$ cat src/rtl/thsr_pkg.sv
// ----------------------------------------------------------------------------
// thsr_pkg
// Shared types and constants for the tuple hash segment reducer.
// ----------------------------------------------------------------------------
`default_nettype none

package thsr_pkg;

  // field widths
  localparam int KEY_W   = 32;
  localparam int SEG_W   = 12;
  localparam int NSEG_W  = 13;
  localparam int MODE_W  = 2;
  localparam int IDX_W   = 8;
  localparam int CDATA_W = 16;
  localparam int OUT_W   = 48;

  // jump hash arithmetic
  localparam logic [63:0] JUMP_MULT  = 64'd2862933555777941757;
  localparam int          JUMP_SHIFT = 33;
  localparam int          JUMP_SCALE = 31;
  // dividend: 13-bit (b+1) scaled by 2^31
  localparam int          DIV_W      = NSEG_W + JUMP_SCALE;
  localparam int          CNT_W      = 6;

  localparam int DEF_MAX_SEGMENTS = 4096;

  // register indexes
  localparam logic [IDX_W-1:0] REG_SEG_COUNT   = 8'd0;
  localparam logic [IDX_W-1:0] REG_REDUCE_MODE = 8'd1;

  // reduce modes
  localparam logic [MODE_W-1:0] MODE_JUMP = 2'd0;
  localparam logic [MODE_W-1:0] MODE_MASK = 2'd1;
  localparam logic [MODE_W-1:0] MODE_MOD  = 2'd2;

  typedef enum logic [2:0] {
    ST_IDLE,
    ST_CHECK,
    ST_MUL0,
    ST_MUL1,
    ST_MUL2,
    ST_DLOAD,
    ST_DIV,
    ST_FINISH
  } state_t;

  typedef enum logic [1:0] {
    SEG_MASK,
    SEG_JUMP,
    SEG_MOD
  } seg_src_t;

  typedef struct packed {
    logic     accept;
    logic     mul0;
    logic     mul1;
    logic     mul2;
    logic     div_load;
    logic     div_mod;
    logic     div_step;
    logic     b_load;
    logic     out_load;
    seg_src_t seg_src;
  } ctrl_t;

  typedef struct packed {
    logic              last;
    logic [MODE_W-1:0] mode;
    logic              j_lt_n;
    logic              div_last;
    logic              out_free;
  } stat_t;

endpackage

`default_nettype wire

$ cat src/rtl/thsr_ctrl.sv
// ----------------------------------------------------------------------------
// thsr_ctrl
// Sequencer: attribute beats, jump hash loop, modulo pass, result hand-off.
// ----------------------------------------------------------------------------
`default_nettype none

module thsr_ctrl (
  input  wire logic            clk,
  input  wire logic            rst,
  input  wire logic            s_tvalid,
  output logic                 s_tready,
  input  wire thsr_pkg::stat_t stat,
  output thsr_pkg::ctrl_t      ctrl
);

  thsr_pkg::state_t   state, state_next;
  thsr_pkg::seg_src_t src, src_next;

  // state register
  always_ff @(posedge clk) begin
    if (rst) begin
      state <= thsr_pkg::ST_IDLE;
      src   <= thsr_pkg::SEG_JUMP;
    end else begin
      state <= state_next;
      src   <= src_next;
    end
  end

  // next state
  always_comb begin
    state_next = state;
    src_next   = src;
    case (state)
      thsr_pkg::ST_IDLE: begin
        if (s_tvalid && stat.last) begin
          if (stat.mode == thsr_pkg::MODE_MASK) begin
            src_next   = thsr_pkg::SEG_MASK;
            state_next = thsr_pkg::ST_FINISH;
          end else if (stat.mode == thsr_pkg::MODE_MOD) begin
            src_next   = thsr_pkg::SEG_MOD;
            state_next = thsr_pkg::ST_DLOAD;
          end else begin
            src_next   = thsr_pkg::SEG_JUMP;
            state_next = thsr_pkg::ST_CHECK;
          end
        end
      end
      thsr_pkg::ST_CHECK: begin
        state_next = stat.j_lt_n ? thsr_pkg::ST_MUL0 : thsr_pkg::ST_FINISH;
      end
      thsr_pkg::ST_MUL0:  state_next = thsr_pkg::ST_MUL1;
      thsr_pkg::ST_MUL1:  state_next = thsr_pkg::ST_MUL2;
      thsr_pkg::ST_MUL2:  state_next = thsr_pkg::ST_DLOAD;
      thsr_pkg::ST_DLOAD: state_next = thsr_pkg::ST_DIV;
      thsr_pkg::ST_DIV: begin
        if (stat.div_last) begin
          state_next = (src == thsr_pkg::SEG_MOD) ? thsr_pkg::ST_FINISH
                                                   : thsr_pkg::ST_CHECK;
        end
      end
      thsr_pkg::ST_FINISH: begin
        if (stat.out_free) state_next = thsr_pkg::ST_IDLE;
      end
      default: state_next = thsr_pkg::ST_IDLE;
    endcase
  end

  // command outputs
  always_comb begin
    ctrl          = '0;
    ctrl.seg_src  = src;
    ctrl.div_mod  = (src == thsr_pkg::SEG_MOD);
    s_tready      = 1'b0;
    case (state)
      thsr_pkg::ST_IDLE: begin
        s_tready    = 1'b1;
        ctrl.accept = s_tvalid;
      end
      thsr_pkg::ST_CHECK:  ctrl.b_load   = stat.j_lt_n;
      thsr_pkg::ST_MUL0:   ctrl.mul0     = 1'b1;
      thsr_pkg::ST_MUL1:   ctrl.mul1     = 1'b1;
      thsr_pkg::ST_MUL2:   ctrl.mul2     = 1'b1;
      thsr_pkg::ST_DLOAD:  ctrl.div_load = 1'b1;
      thsr_pkg::ST_DIV:    ctrl.div_step = 1'b1;
      thsr_pkg::ST_FINISH: ctrl.out_load = stat.out_free;
      default: ;
    endcase
  end

endmodule

`default_nettype wire

$ cat src/rtl/thsr_dp.sv
// ----------------------------------------------------------------------------
// thsr_dp
// Datapath: key mixing, config registers, 64-bit jump state multiply,
// shared restoring divider and the output register.
// ----------------------------------------------------------------------------
`default_nettype none

module thsr_dp #(
  parameter int MAX_SEGMENTS = thsr_pkg::DEF_MAX_SEGMENTS
) (
  input  wire logic                        clk,
  input  wire logic                        rst,
  input  wire logic                        cfg_valid,
  input  wire logic [thsr_pkg::IDX_W-1:0]   cfg_index,
  input  wire logic [thsr_pkg::CDATA_W-1:0] cfg_data,
  input  wire logic [thsr_pkg::KEY_W-1:0]   attr_hash,
  input  wire logic                        is_null,
  input  wire logic                        last_attribute,
  output logic                             m_tvalid,
  input  wire logic                        m_tready,
  output logic [thsr_pkg::OUT_W-1:0]        m_tdata,
  input  wire thsr_pkg::ctrl_t             ctrl,
  output thsr_pkg::stat_t                  stat
);

  localparam logic [16:0] MAX_N = 17'(MAX_SEGMENTS);

  logic [thsr_pkg::NSEG_W-1:0] seg_cfg;
  logic [thsr_pkg::MODE_W-1:0] reduce_mode;
  logic [thsr_pkg::KEY_W-1:0]  running_key, key_mixed, tkey;
  logic [16:0]                 n_wide;
  logic [thsr_pkg::NSEG_W-1:0] n_eff, b;
  logic [63:0]                 st, prod;
  logic [31:0]                 acc;
  logic [63:0]                 mul_a, mul_b;
  logic [thsr_pkg::DIV_W-1:0]  num;
  logic [31:0]                 den, rem;
  logic [32:0]                 r2;
  logic                        r_ge;
  logic [thsr_pkg::CNT_W-1:0]  cnt;
  logic [thsr_pkg::SEG_W-1:0]  seg_sel;
  logic [thsr_pkg::NSEG_W-1:0] n_m1;

  // config registers
  always_ff @(posedge clk) begin
    if (rst) begin
      seg_cfg     <= thsr_pkg::NSEG_W'(1);
      reduce_mode <= thsr_pkg::MODE_JUMP;
    end else if (cfg_valid) begin
      if (cfg_index == thsr_pkg::REG_SEG_COUNT)
        seg_cfg <= cfg_data[thsr_pkg::NSEG_W-1:0];
      else if (cfg_index == thsr_pkg::REG_REDUCE_MODE)
        reduce_mode <= cfg_data[thsr_pkg::MODE_W-1:0];
    end
  end

  // effective segment count, clamped to 1..MAX_SEGMENTS
  always_comb begin
    n_wide = {4'd0, seg_cfg};
    if (n_wide == 17'd0) n_wide = 17'd1;
    if (n_wide > MAX_N) n_wide = MAX_N;
    n_eff = n_wide[thsr_pkg::NSEG_W-1:0];
  end

  // rotate and mix
  always_comb begin
    key_mixed = {running_key[thsr_pkg::KEY_W-2:0], running_key[thsr_pkg::KEY_W-1]};
    if (!is_null) key_mixed = key_mixed ^ attr_hash;
  end

  always_ff @(posedge clk) begin
    if (rst) begin
      running_key <= '0;
    end else if (ctrl.accept) begin
      running_key <= last_attribute ? '0 : key_mixed;
    end
  end

  // 64x64 multiply mod 2^64 as three 32x32 partial products
  assign mul_a = 64'(st[31:0])  * 64'(thsr_pkg::JUMP_MULT[31:0]);
  assign mul_b = (ctrl.mul1 ? 64'(st[63:32]) : 64'(st[31:0]))
               * (ctrl.mul1 ? 64'(thsr_pkg::JUMP_MULT[31:0])
                            : 64'(thsr_pkg::JUMP_MULT[63:32]));

  // restoring divider step
  assign r2   = {rem, num[thsr_pkg::DIV_W-1]};
  assign r_ge = (r2 >= {1'b0, den});

  always_ff @(posedge clk) begin
    if (ctrl.accept && last_attribute) begin
      tkey <= key_mixed;
      st   <= 64'(key_mixed);
      num  <= '0;
      b    <= '0;
    end
    if (ctrl.b_load) b <= num[thsr_pkg::NSEG_W-1:0];
    if (ctrl.mul0) prod <= mul_a;
    if (ctrl.mul1) acc  <= prod[63:32] + mul_b[31:0];
    if (ctrl.mul2) st   <= {acc + mul_b[31:0], prod[31:0]} + 64'd1;
    if (ctrl.div_load) begin
      rem <= '0;
      cnt <= '0;
      if (ctrl.div_mod) begin
        num <= thsr_pkg::DIV_W'(tkey);
        den <= 32'(n_eff);
      end else begin
        num <= {b + thsr_pkg::NSEG_W'(1), {thsr_pkg::JUMP_SCALE{1'b0}}};
        den <= 32'(st[63:thsr_pkg::JUMP_SHIFT]) + 32'd1;
      end
    end
    if (ctrl.div_step) begin
      cnt <= cnt + thsr_pkg::CNT_W'(1);
      rem <= r_ge ? 32'(r2 - {1'b0, den}) : r2[31:0];
      num <= {num[thsr_pkg::DIV_W-2:0], r_ge};
    end
  end

  // segment select
  assign n_m1 = n_eff - thsr_pkg::NSEG_W'(1);
  always_comb begin
    case (ctrl.seg_src)
      thsr_pkg::SEG_MASK: seg_sel = tkey[thsr_pkg::SEG_W-1:0] & n_m1[thsr_pkg::SEG_W-1:0];
      thsr_pkg::SEG_MOD:  seg_sel = rem[thsr_pkg::SEG_W-1:0];
      default:            seg_sel = b[thsr_pkg::SEG_W-1:0];
    endcase
  end

  // output register
  always_ff @(posedge clk) begin
    if (rst) begin
      m_tvalid <= 1'b0;
    end else if (ctrl.out_load) begin
      m_tvalid <= 1'b1;
    end else if (m_tready) begin
      m_tvalid <= 1'b0;
    end
  end

  always_ff @(posedge clk) begin
    if (ctrl.out_load) m_tdata <= {4'd0, tkey, seg_sel};
  end

  // status
  assign stat.last     = last_attribute;
  assign stat.mode     = reduce_mode;
  assign stat.j_lt_n   = (num < thsr_pkg::DIV_W'(n_eff));
  assign stat.div_last = (cnt == thsr_pkg::CNT_W'(thsr_pkg::DIV_W - 1));
  assign stat.out_free = !m_tvalid || m_tready;

endmodule

`default_nettype wire

$ cat src/rtl/tuple_hash_segment_reducer.sv
// ----------------------------------------------------------------------------
// tuple_hash_segment_reducer
// Folds attribute hashes into a tuple key and maps it to a segment.
// ----------------------------------------------------------------------------
// Each attribute beat rotates the running key left by one and XORs in the
// hash unless tuser (null) is set. The tlast beat ends the tuple: the key
// is reduced and one result beat is produced. Mask mode goes straight to
// the output register, modulo mode makes one divider pass, and jump hash
// mode loops, where each iteration is three 32x32 partial products for
// the 64-bit state update plus a one-bit-per-cycle 44-bit restoring
// divider; the iteration count grows about as the log of the segment
// count. A finished result waits in the output register while new beats
// come in.
// ----------------------------------------------------------------------------
`default_nettype none

module tuple_hash_segment_reducer #(
  parameter int MAX_SEGMENTS = thsr_pkg::DEF_MAX_SEGMENTS
) (
  input  wire logic                        clk,
  input  wire logic                        rst,
  // config write channel
  input  wire logic                        cfg_valid,
  output logic                             cfg_ready,
  input  wire logic [thsr_pkg::IDX_W-1:0]   cfg_index,
  input  wire logic [thsr_pkg::CDATA_W-1:0] cfg_data,
  // input stream
  input  wire logic                        s_tvalid,
  output logic                             s_tready,
  input  wire logic [thsr_pkg::KEY_W-1:0]   s_tdata,  // [31:0] attr_hash
  input  wire logic                        s_tuser,  // [0] is_null
  input  wire logic                        s_tlast,  // last_attribute
  // result stream
  output logic                             m_tvalid,
  input  wire logic                        m_tready,
  output logic [thsr_pkg::OUT_W-1:0]        m_tdata   // [11:0] segment, [43:12] tuple_key
);

  thsr_pkg::ctrl_t ctrl;
  thsr_pkg::stat_t stat;

  assign cfg_ready = 1'b1;

  thsr_ctrl u_ctrl (
    .clk      (clk),
    .rst      (rst),
    .s_tvalid (s_tvalid),
    .s_tready (s_tready),
    .stat     (stat),
    .ctrl     (ctrl)
  );

  thsr_dp #(
    .MAX_SEGMENTS (MAX_SEGMENTS)
  ) u_dp (
    .clk            (clk),
    .rst            (rst),
    .cfg_valid      (cfg_valid),
    .cfg_index      (cfg_index),
    .cfg_data       (cfg_data),
    .attr_hash      (s_tdata),
    .is_null        (s_tuser),
    .last_attribute (s_tlast),
    .m_tvalid       (m_tvalid),
    .m_tready       (m_tready),
    .m_tdata        (m_tdata),
    .ctrl           (ctrl),
    .stat           (stat)
  );

`ifndef SYNTHESIS
  // attribute beats never stall the input
  a_attr_one_cycle: assert property (@(posedge clk) disable iff (rst)
    s_tvalid && s_tready && !s_tlast |=> s_tready)
    else $error("attribute beat stalled input");

  // mask mode result reaches the output register via the finish state after tlast
  a_mask_latency: assert property (@(posedge clk) disable iff (rst)
    s_tvalid && s_tready && s_tlast && !m_tvalid &&
    (stat.mode == thsr_pkg::MODE_MASK) |-> ##2 m_tvalid)
    else $error("mask mode result late");

  // no result is loaded while the block is taking beats
  a_no_load_idle: assert property (@(posedge clk) disable iff (rst)
    s_tready |-> !ctrl.out_load)
    else $error("output load while idle");
`endif

endmodule

`default_nettype wire
$ cat config.mk
export PLATFORM = sky130hd
export DESIGN_NAME = tuple_hash_segment_reducer
export DESIGN_NICKNAME = d
export VERILOG_FILES = /design/src/rtl/thsr_pkg.sv /design/src/rtl/thsr_ctrl.sv /design/src/rtl/thsr_dp.sv /design/src/rtl/tuple_hash_segment_reducer.sv
export SDC_FILE = /design/constraint.sdc
export NUM_CORES = 2
export LEC_CHECK = 0
export ABC_AREA = 1
export BUFFER_PORTS_ARGS = -buffer_cell sky130_fd_sc_hd__buf_2
export CORE_UTILIZATION = 60
export DETAILED_ROUTE_END_ITERATION = 10
export PLACE_DENSITY_LB_ADDON = 0.05
export SLEW_MARGIN = 10
export SYNTH_ARGS = -nofsm -noshare
export SYNTH_HDL_FRONTEND = slang
export SYNTH_SLANG_ARGS = --single-unit
$ cat constraint.sdc
create_clock -name clk -period 12.91 [get_ports clk]
set_input_delay 1.291 -clock clk [delete_from_list [all_inputs] [get_ports clk]]
set_output_delay 1.291 -clock clk [all_outputs]
set_load 0.02 [all_outputs]
==> Word-level counts from Yosys, hierarchy flattened <==
Cells that the tools add are included.
Widths: inputs -> output; s select.
{ "totals": {"register_bits": 416, "inputBits": 63, "output_inout_bits": 51, "word_cells": 107} }
{ "op_classes": {"add_sub_neg": 8, "mul": 2, "order_cmp": 3, "eq_ne": 15, "muxes": 42, "n_bitwise": 3, "n_reduce_logical": 17} }
{ "op_table": {"columns": ["op", "n"], "rows": [
  ["$mux 32", 7],
  ["$mux 44", 4],
  ["$mux 64", 2],
  ["$mux 13", 5],
  ["$add 32x32->32", 2],
  ["$add 64x1->64 const B", 1],
  ["$mul 32x32->64 const B", 1],
  ["$mul 64x64->32", 1],
  ["$lt 44x13->1", 1],
  ["$ge 33x32->1", 1],
  ["$add 31x1->32 const B", 1],
  ["$sub 32x32->32", 1],
  ["$xor 32x32->32", 1],
  ["$pmux 12 s2", 1],
  ["$pmux 3 s8", 1],
  ["$mux 3", 7],
  ["$add 13x1->13 const B", 1],
  ["$gt 13x13->1 const B", 1],
  ["$logic_not 13->1", 1],
  ["$and 12x12->12", 1],
  ["$eq 3x3->1 const B", 4],
  ["$mux 6", 2],
  ["$sub 12x1->12 const B", 1],
  ["$mux 1", 11],
  ["other kinds (21)", 31]
]} }

==> Depth between registers and ports, before layout <==
{ "logic_depth": {"word_depth": 7, "ltp_mapped": 52, "depth_no_buf": 50} }

==> Modules after synthesis <==
A second synthesis with hierarchy kept.
{ "unflattened": {"cells_unflattened": 5886, "hier_area_um2": 53136.0} }
{ "modules_own_cells": {"columns": ["mod", "n_inst", "cells_each", "area_per_inst_um2", "seq_area_each_um2"], "rows": [
  ["thsr_dp", 1, 5810, 52631.7, 11861.4],
  ["thsr_ctrl", 1, 74, 493.0, 100.1],
  ["tuple_hash_segment_reducer", 1, 2, 11.3, 0.0]
]} }

==> Least setup slack after synthesis <==
OpenSTA, ideal clock, no wires.
{ "synth_path": {"kind": "register -> register", "startpoint": "register u_ctrl.state[0]", "endpoint": "register u_dp.st[63] (data pin)", "setup_ns": 0.255, "t_arrival_ns": 9.702, "required_ns": 12.655, "slack_ns": 2.953, "path_stages_with_launch": 42, "n_path_buf": 4, "synth_period_minus_slack_ns": 9.957, "path_cell_list": "dfxtp_1 > buf_2 > nand2_2 > nor2_4 > buf_6 > clkbuf_1 > clkbuf_1 > nand2_1 > fa_1 > inv_1 > fa_1 > fa_1 > inv_1 > fa_1 > inv_1 > fa_1 > fa_1 > fa_1 > (+6 left out) > a211oi_1 > o21ai_0 > a21boi_1 > o21ai_0 > xor2_1 > ha_1 > a21oi_1 > o21ai_0 > a21oi_1 > o21ai_0 > a21oi_1 > nand2_1 > xor2_1 > nand4_1 > nor2_1 > nand3_1 > a21oi_1 > nor2_1"} }
{ "synth_between": {"elab_chain_len": 7, "elab_cells_between_ends": 10, "classes_between": "add/sub (2); mul (1); eq/ne (2); mux (5)"} }
{ "synth_rtl": {"columns": ["item", "line", "source"], "rows": [
  ["start, declared", "thsr_ctrl.sv:16", "thsr_pkg::state_t state, state_next;"],
  ["start signal, assigned", "thsr_ctrl.sv:22", "state <= thsr_pkg::ST_IDLE;"],
  ["start signal, assigned", "thsr_ctrl.sv:25", "state <= state_next;"],
  ["$eq 3x2->1", "thsr_ctrl.sv:75", "case (state)"],
  ["$mux 1", "thsr_ctrl.sv:75", null],
  ["$mux 32, on equally long branches", "thsr_dp.sv:81, thsr_dp.sv:82", null],
  ["$mul 64x64->32", "thsr_dp.sv:82", "* (ctrl.mul1 ? 64'(thsr_pkg::JUMP_MULT[31:0])"],
  ["$add 32x32->32", "thsr_dp.sv:99", "if (ctrl.mul2) st <= {acc + mul_b[31:0], prod[31:0]} + 64'd1;"],
  ["$add 64x1->64", "thsr_dp.sv:99", null],
  ["$mux 64 *", "thsr_dp.sv:99", null],
  ["end signal, assigned", "thsr_dp.sv:92", "st <= 64'(key_mixed);"],
  ["end signal, assigned", "thsr_dp.sv:99", null],
  ["end, declared", "thsr_dp.sv:33", "logic [63:0] st, prod;"]
]} }
Mark *: on every way between the ends. The rest lies on a longest branch, timed or not.
A chain may end at the register's enable or synchronous reset.

==> Final worst setup path <==
{ "layout_path": {"startpoint": "register u_dp.st[9]", "endpoint": "register u_dp.st[59] (data pin)"} }
{ "layout_between": {"elab_chain_len": 5} }
{ "layout_rtl": {"columns": ["item", "line", "source"], "rows": [
  ["$mux 32", "thsr_dp.sv:81", "assign mul_b = (ctrl.mul1 ? 64'(st[63:32]) : 64'(st[31:0]))"],
  ["$mul 64x64->32", "thsr_dp.sv:82", null],
  ["$add 32x32->32", "thsr_dp.sv:99", null],
  ["$add 64x1->64", "thsr_dp.sv:99", null],
  ["$mux 64", "thsr_dp.sv:99", null]
]} }
No other way between the ends.

==> flow_metrics.tcl <==
set metrics [dict create \
    cts_tree "done" \
    setup_viol 0 \
    final_layout_size_suffix_gt1_share_pct 4.82 \
    timing.final.crit_share_pct 87.3 \
    grt_pass1_vias 41600 \
    fp.dieH_um 300 \
    fin_skew_ns 0.0478 \
    num-nets-final 7491 \
    cts.sinks 416 \
    top_level_ports 114 \
    synth_commonest_cells "1,462 x inv_1, 811 x nand2_1, 682 x fa_1, 648 x ha_1, 433 x nor2_1" \
    crit_path_start_kind "flip-flop" \
    dpl_cell_area_um2 55200 \
    die_w_um 300 \
    crit_path_end_kind "flip-flop" \
    drcViolationCount 0 \
    crit_path_top_delay_cell "edfxtp_1" \
    rows 108 \
    synth_top_area_share_pct 25.7 \
    syn_inst 5963 \
    fillCellCount 7562 \
    overflow 0 \
    synth_edf_count 363 \
    die_area_um2 89800 \
    tns_ns 0 \
    ys_warn_count 0 \
    initial_core_util_pct 60.9 \
    cts_root_buffer "clkbuf_16" \
    syn-cell-area_um2 53100 \
    core-area_um2 87300 \
    multi_input_area_um2 35500 \
    hpwl_um 135000 \
    regArea_um2 12000 \
    grt_max_degree 66 \
    vias_per_cell 5.59 \
    grt.total_usage_pct 36.0 \
    fin_hold_ws_ns 0.455 \
    yosys_most_used_dff "edfxtp_1" \
    cts_resized 0 \
    synth_area_leaders "fa_1 26%, edfxtp_1 21%, ha_1 15%" \
    worstMarginPinSlew_ns 1.25 \
    hp-class "flip-flop to flip-flop" \
    yosysMostFrequentCell "inv_1" \
    status "finished, final reports clean" \
    avgSynthCellArea_um2 8.91 \
    drv_cap 0 \
    area_growth_pct 6.80 \
    cts_setup_buffers 0 \
    final_max_slew_viol_count 0 \
    grt_pass1_wl_um 240000 \
    slowest_delay_ns 1.14 \
    hold_buffers 0 \
    max_clock_freq_ghz 0.0888 \
    clk_pin_slew_ns 0.06 \
    clock_path_buffers 3 \
    portBuffers 105 \
    clock_latency_ns 0.61 \
    final_area_um2 56800 \
    crit_top_cell "inv_1" \
    via_count 40800 \
    min_period_ns 11.27 \
    crit_type "flip-flop to flip-flop" \
    wl_um 158000 \
    cts_buffers 46 \
    hold_viol 0 \
    ant_nets 0 \
    maxSlewHeadroom_pct 15.6 \
    synth_area_leader_cell "fa_1" \
    crit_fanout 10 \
    synth_seq_cells 416 \
    synth_cell_types 68 \
    htreeDepth 2 \
    rsz0062_at_grt "false" \
    fin_util_pct 65.0 \
    firstDrtPassIters 7 \
    antenna_found_initial 2 \
    ys_seq_area_share_pct 22.5 \
    wl_per_cell_um 21.7 \
    arrival_ns 11.59 \
    postSynth.asyncResetShare_pct 0 \
    gp_congestion 1.03 \
    drt_iter0_drc 3449 \
    required_ns 13.23 \
]
## worst paths after layout
kind                               startpoint               end  slack (ns)  depth (start not counted)
worst max-delay path               u_dp.st[9]       u_dp.st[59]        1.64                         35
worst max register to register     u_dp.st[9]       u_dp.st[59]        1.64                         35
worst min register to register  u_dp.tkey[24]  u_dp.m_tdata[36]        0.46                          0
worst min-delay path            u_dp.tkey[24]  u_dp.m_tdata[36]        0.46                          0
## cells in the final DEF, fill, tap and decap left out, types with 20 or more instances in the layout
cell type     n
ha_1        648
clkbuf_16    46
a31oi_1      40
dfxtp_1      53
buf_2       105
conb_1       21
xor2_1      128
nand4_1      46
nor3_1       64
xnor2_1     122
nand3_1     157
fa_1        682
o21ai_0     256
nor4_1       33
inv_1      1462
nor2_1      425
o211ai_1     20
nand2_1     809
buf_4        34
a21oi_1     343
edfxtp_1    363
## critical path: cells and delay by family, from the launching register on
family	cells	cell delay, ns
DFF	1	1.14
AOI/OAI and AO/OA	7	2.61
buffers and inverters	8	0.93
adders and majority gates	10	4.58
and+or+nand+nor	7	0.67
xor gates and xnor gates	3	1.05
## layer usage
metal	vias up	global-route usage, %	part of all wire, %
met3	376	5.02	6.6
met5	-	0	0
met2	1413	61.0	49
met4	0	16.8	5.3
met1	19800	45.6	40
li1	19200	-	-
## layout make-up
class / instances / share of cell area [%]
Clock buffer: 56 / 2.18
Timing Repair Buffer: 139 / 1.38
Antenna cell: 4 / 0.0176
Clock inverter: 29 / 0.536
Tap cell: 1155 / 2.55
Multi-Input combinational cell: 4016 / 62.5
Inverter: 1479 / 9.78
Sequential cell: 416 / 21.1
## stage by stage
| stage | worst slack [ns] | cells |
|---|---|---|
| floorplan | 2.95 | 5982 |
| global placement | 1.82 | 7205 |
| detailed placement | 1.78 | 7205 |
| CTS | 1.77 | 7290 |
| global route | 1.12 | 7290 |
| finish | 1.64 | 7294 |
## cells by family after synthesis
kind of cell               count (synthesis)  share of synthesized area [%]
and+or+nand+nor                         1620                           12.9
DFF                                      416                           22.5
other                                      2                         0.0141
xor gates and xnor gates                 251                           4.15
adders and majority gates               1330                           40.9
AOI/OAI and AO/OA                        794                           8.40
buffers and inverters                   1550                           11.0
## sequential cells by signal, indices dropped and copies added (netlist names), 32 cells and up
register          count
u_dp.running_key     32
u_dp.num             44
u_dp.rem             32
u_dp.prod            64
u_dp.st              64
u_dp.m_tdata         44
u_dp.den             32
u_dp.acc             32
u_dp.tkey            32
Power is not shown: default switching activity piles up to over one toggle a cycle in this logic, so the estimate is an artifact.
